[config.mk]
export PLATFORM = sky130hd
export DESIGN_NAME = stbr_div
export DESIGN_NICKNAME = d
export VERILOG_FILES = /design/src/sv/stbr_pkg.sv /design/src/sv/stbr_div.sv
export SDC_FILE = /design/constraint.sdc
export NUM_CORES = 2
export LEC_CHECK = 0
export BUFFER_PORTS_ARGS = -buffer_cell sky130_fd_sc_hd__buf_2
export CAP_MARGIN = 5
export CORE_UTILIZATION = 47
export CTS_BUF_LIST = sky130_fd_sc_hd__clkbuf_4
export CTS_CLUSTER_DIAMETER = 40
export CTS_CLUSTER_SIZE = 20
export DETAILED_ROUTE_END_ITERATION = 10
export PLACE_DENSITY = 0.6
export SLEW_MARGIN = 25
export SYNTH_ARGS = -nofsm -noshare
export SYNTH_HDL_FRONTEND = slang
export SYNTH_SLANG_ARGS = --single-unit
[constraint.sdc]
create_clock -name clk_i -period 14.5 [get_ports clk_i]
set_input_delay 2.175 -clock clk_i [delete_from_list [all_inputs] [get_ports clk_i]]
set_output_delay 2.175 -clock clk_i [all_outputs]
set_load 0.03 [all_outputs]
[src/sv/stbr_pkg.sv]
// ----------------------------------------------------------------------------
// Stick to body rate acceleration: shared types and constants
// Pipeline depths, angle constants, series divisors and the bundles that
// travel between the datapath modules.
// ----------------------------------------------------------------------------
`default_nettype none

package stbr_pkg;

  // divider: one quotient bit per stage
  localparam int DIVIDEND_W = 40;
  localparam int DIVISOR_W  = 24;
  localparam int DIV_LAT    = DIVIDEND_W;

  // sine unit: wrap, fold, square, three stages per series term, two to finish
  localparam int TAY_TERMS = 4;
  localparam int SC_LAT    = 5 + 3 * TAY_TERMS;

  // control law tail
  localparam int LAW_LAT = 5;
  localparam int SUM_W   = 44;

  localparam logic signed [17:0] Q13_PI      = 18'sd25736;
  localparam logic signed [17:0] Q13_TWO_PI  = 18'sd51472;
  localparam logic signed [17:0] Q13_HALF_PI = 18'sd12868;

  localparam logic [30:0] T_ONE = 31'h4000_0000;

  // series divisors 72, 42, 20, 6 split into a shift and a small odd factor
  localparam int unsigned TAY_SH  [TAY_TERMS] = '{3, 1, 2, 1};
  localparam int unsigned TAY_DIV [TAY_TERMS] = '{9, 21, 5, 3};
  localparam logic [30:0] TAY_RCP [TAY_TERMS] = '{
    31'((64'd1 << 32) / 64'd9),
    31'((64'd1 << 32) / 64'd21),
    31'((64'd1 << 32) / 64'd5),
    31'((64'd1 << 32) / 64'd3)
  };

  typedef enum logic [7:0] {
    CFG_DYN_PRESSURE = 8'd0,
    CFG_ELEV_GAIN    = 8'd1,
    CFG_AIL_GAIN     = 8'd2,
    CFG_RUD_GAIN     = 8'd3,
    CFG_PITCH_HOLD   = 8'd4
  } cfg_reg_e;

  typedef struct packed {
    logic        [23:0] design_dyn_pressure;
    logic        [15:0] elevator_gain;
    logic        [15:0] aileron_gain;
    logic        [15:0] rudder_gain;
    logic signed [15:0] pitch_hold_gain;
  } cfg_t;

  typedef struct packed {
    logic signed [15:0] stick_pitch;
    logic signed [15:0] stick_roll;
    logic signed [15:0] stick_yaw;
    logic signed [15:0] roll_rate;
    logic signed [15:0] pitch_rate;
    logic signed [15:0] yaw_rate;
  } cmd_t;

  typedef struct packed {
    logic signed [15:0] cos_alpha;
    logic signed [15:0] cos_phi;
    logic signed [15:0] sin_phi;
    logic signed [15:0] cos_theta;
  } trig_t;

  function automatic logic signed [31:0] sat_acc(input logic signed [SUM_W-1:0] x);
    logic signed [31:0] r;
    if (x > SUM_W'(32'sh7FFF_FFFF)) begin
      r = 32'sh7FFF_FFFF;
    end else if (x < SUM_W'(-33'sh8000_0000)) begin
      r = -32'sh8000_0000;
    end else begin
      r = 32'(x);
    end
    return r;
  endfunction

endpackage

`default_nettype wire

[src/sv/stbr_div.sv]
// ----------------------------------------------------------------------------
// Pipelined unsigned divider
// Restoring division, one quotient bit per register stage.
// ----------------------------------------------------------------------------
`default_nettype none

module stbr_div (
  input  logic                            clk_i,
  input  logic                            en_i,
  input  logic [stbr_pkg::DIVIDEND_W-1:0] dividend_i,
  input  logic [stbr_pkg::DIVISOR_W-1:0]  divisor_i,
  output logic [stbr_pkg::DIVIDEND_W-1:0] quotient_o
);

  localparam int NW = stbr_pkg::DIVIDEND_W;
  localparam int DW = stbr_pkg::DIVISOR_W;

  logic [DW-1:0] rem_q  [stbr_pkg::DIV_LAT];
  logic [NW-1:0] work_q [stbr_pkg::DIV_LAT];

  for (genvar i = 0; i < stbr_pkg::DIV_LAT; i++) begin : g_stage
    logic [DW-1:0] rem_in;
    logic [NW-1:0] work_in;
    logic [DW:0]   trial;
    logic [DW:0]   diff;
    logic          ge;

    if (i == 0) begin : g_first
      assign rem_in  = '0;
      assign work_in = dividend_i;
    end else begin : g_next
      assign rem_in  = rem_q[i-1];
      assign work_in = work_q[i-1];
    end

    // shift in the next dividend bit, subtract when it fits
    assign trial = {rem_in, work_in[NW-1]};
    assign diff  = trial - {1'b0, divisor_i};
    assign ge    = (trial >= {1'b0, divisor_i});

    always_ff @(posedge clk_i) begin
      if (en_i) begin
        rem_q[i]  <= ge ? diff[DW-1:0] : trial[DW-1:0];
        work_q[i] <= {work_in[NW-2:0], ge};
      end
    end
  end

  assign quotient_o = work_q[stbr_pkg::DIV_LAT-1];

endmodule

`default_nettype wire

==> run_results.csv <==
group,metric,value,unit
setup_path,worst_setup_path_end_kind,"flip-flop",
logic_synthesis,synthCells,9834,
setup_path,cp-start-kind,"primary input",
timing,slew_violations,0,
timing,worst_pin_slew,1.06,ns
grt,grt_pass1_vias,79200,
logic_synthesis,avgSynthCellArea,13.2,um2
placement,hpwl,197,mm
timing,fin_tns_setup,0,ns
clocking,cts_resized,0,
grt,grt_max_degree,184,
clocking,clk_path_buf_depth,4,
setup_path,critPathMostFrequentCell,"buf_4",
power,peakVddDrop,0.103,mV
route,drcViolationCount,0,
route,drt_wl_total,291,mm
timing,postLayoutSetupSlackWorst,8.57,ns
timing,setup_violations,0,
route,vias_per_cell,5.67,
logic_synthesis,ys_ff_latch,2536,
setup_path,cpMaxStageDelayCell,"inv_2",
floorplanning,chipWidth,527,um
logic_synthesis,yosys_most_used_dff,"edfxtp_1",
final_layout,n_fill_cell,23200,
setup_path,crit_fanout,19,
power,power_density,225,nW/um2
clocking,clk_latency,1.39,ns
grt,grt_antenna_before_repair,11,
setup_path,crit_chain,"buf_2 > inv_2 > buf_4 > buf_4 > ha_1 > nor2b_1 > or4_1 > o21a_1 > a311oi_1 > a21bo_2 > o21ai_1 > a211oi_4 > buf_6 > mux2_2",
floorplanning,initial_utilization,47.3,%
floorplanning,core_area,274000,um2
clocking,clock-sinks,2536,
route,routedWlPerCell,20.5,um
clocking,h-tree-depth,5,
logic_synthesis,synth_warnings,0,
final_layout,fin_nets,11300,
setup_path,arrival,7.02,ns
logic_synthesis,async_flop_share,0,%
route,vias,80700,
clocking,tritoncts,"done",
timing,fmax,169,MHz
clocking,path_clk_slew,0.09,ns
placement,portBuffers,105,
floorplanning,rows,192,
final_layout,final_cell_mix,"edfxtp_1, ha_1, a21oi_1",
route,dr.pass1.iters,6,
placement,gp_congestion,0.900,
setup_path,critPathRequiredTime,15.59,ns
floorplanning,fp.dieH,527,um
floorplanning,die_area,277000,um2
logic_synthesis,syn_nets,10900,
logic_synthesis,synth-seq-area-share,58.9,%
setup_path,crit_type,"in2reg",
power,power,31.8,mW
grt,grt_pass1_wl,447,mm
clocking,holdBufCountCts,0,
final_layout,syn_to_final_growth,9.63,%
final_layout,stdcell_area,142000,um2
placement,placed_cell_area,135000,um2
clocking,clock-root-buffer,"clkbuf_4",
timing,report.final.hold_viol_count,0,
final_layout,drive_gt1_share,15.1,%
placement,pre_cts_ws,7.26,ns
timing,hold_ws,0.382,ns
timing,timing.slew.headroom,29.0,%
logic_synthesis,synth-edff-count,2536,
logic_synthesis,synthDistinctLibCells,92,
timing,finalCritPeriodShare,40.9,%
run,drv_cap,0,
status,outcome,"complete, no violations",
grt,grt_remaining_overflow,0,
grt,globalRouteTotalUtil,20.6,%
setup_path,crit_path_max_incr_delay,0.71,ns
final_layout,layout_commonest_cell,"edfxtp_1",
clocking,numCtsBuffers,406,
power,p_leak,53.5,nW
route,drtAntennaViolNets,0,
logic_synthesis,syn_area,129000,um2
worst_hold_path,min_path_type,"reg2reg",
floorplanning,ios,106,
timing,finClkSkew,0.0871,ns
timing,rsz0062_at_grt,"false",
timing,period_needed,5.93,ns
route,drtIter0Drc,5777,
clocking,post-cts-setup-buffers,0,
per-layer routing:
| layer | vias to the layer above | routed length, um | global-route usage [%] |
|---|---|---|---|
| met1 | 39000 | 130000 | 27.5 |
| met4 | 6 | 11800 | 8.63 |
| met2 | 1970 | 136000 | 33.7 |
| li1 | 39000 | - | - |
| met3 | 629 | 13500 | 2.65 |
| met5 | - | 35 | 0 |
power breakdown:
part / switching, mW / leakage, nW / total [mW] / internal [mW]
registers: 1.17 / 24.8 / 11.9 / 10.8
logic: 7.64 / 25.1 / 14.3 / 6.62
clock network: 3.00 / 3.67 / 5.67 / 2.67
total: 11.8 / 53.5 / 31.8 / 20.0
synthesized netlist by cell type (54+ instances only):
library cell | number | area [um2]
edfxtp_1 | 2536 | 76200
ha_1 | 938 | 11700
a21oi_1 | 794 | 3970
nor2_1 | 650 | 2440
mux2_2 | 536 | 6040
o21ai_0 | 513 | 2570
xnor2_1 | 486 | 4260
nand2_1 | 482 | 1810
a21o_1 | 350 | 2630
inv_1 | 277 | 1040
xor2_1 | 259 | 2270
nand3_1 | 155 | 776
nor2b_1 | 142 | 888
o21a_1 | 133 | 998
nor3_1 | 132 | 661
clkbuf_1 | 122 | 458
nand2b_1 | 109 | 682
nand4_1 | 109 | 682
o21bai_1 | 75 | 563
o31ai_1 | 74 | 556
a31oi_1 | 70 | 438
and3_1 | 62 | 388
mux2i_1 | 60 | 601
a211oi_1 | 54 | 405
through the flow:
step / std cells / utilization [%]
3_3_place_gp: 13500 / 49.2
5_1_grt: 14200 / 51.8
3_5_place_dp: 13500 / 49.2
2_1_floorplan: 9834 / -
6_report: 14200 / 51.8
4_1_cts: 14200 / 51.8
cell type report:
type                    count  area, um2  share of cell area (%)
flip-flops and latches   2536      76200                    53.7
diodes                      9       22.5                  0.0159
multi-input cells        6851      51600                    36.4
clock inverters           311       3640                    2.57
repair buffers            212       1470                    1.03
well taps                3589       4490                    3.17
clock buffers             450       3380                    2.38
inverters                 277       1040                   0.733
logic make-up after synthesis:
| group | synth area share (%) |
|---|---|
| and+or+nand+nor | 7.50 |
| muxes | 5.27 |
| DFF | 58.9 |
| AOI/OAI and AO/OA | 12.3 |
| buffers and inverters | 1.35 |
| xor gates and xnor gates | 5.05 |
| adders and majority gates | 9.66 |
registers in the layout (all words and copies together) (netlist names):
signal	flops
rem_q	936
work_q	1600
final timing paths:
path / start / to / slack, ns / cells after the start
setup / recovery: divisor_i[12] / rem_q[4][104] / 8.57 / 14
setup reg to reg: rem_q[1][28] / rem_q[1][50] / 10.07 / 12
hold / removal: work_q[4][2] / work_q[4][43] / 0.38 / 0
hold reg to reg: work_q[4][2] / work_q[4][43] / 0.38 / 0
worst max-delay path: cells and delay by family:
| kind | cells | cell delay [ns] |
|---|---|---|
| adder cells (fa/ha/maj) | 1 | 0.35 |
| AO/OA/AOI/OAI | 5 | 1.64 |
| AND/OR/NAND/NOR | 2 | 0.58 |
| multiplexers | 1 | 0.34 |
| buffers and inverters | 5 | 1.87 |
Note: power is estimated with default switching activity, not from simulation.
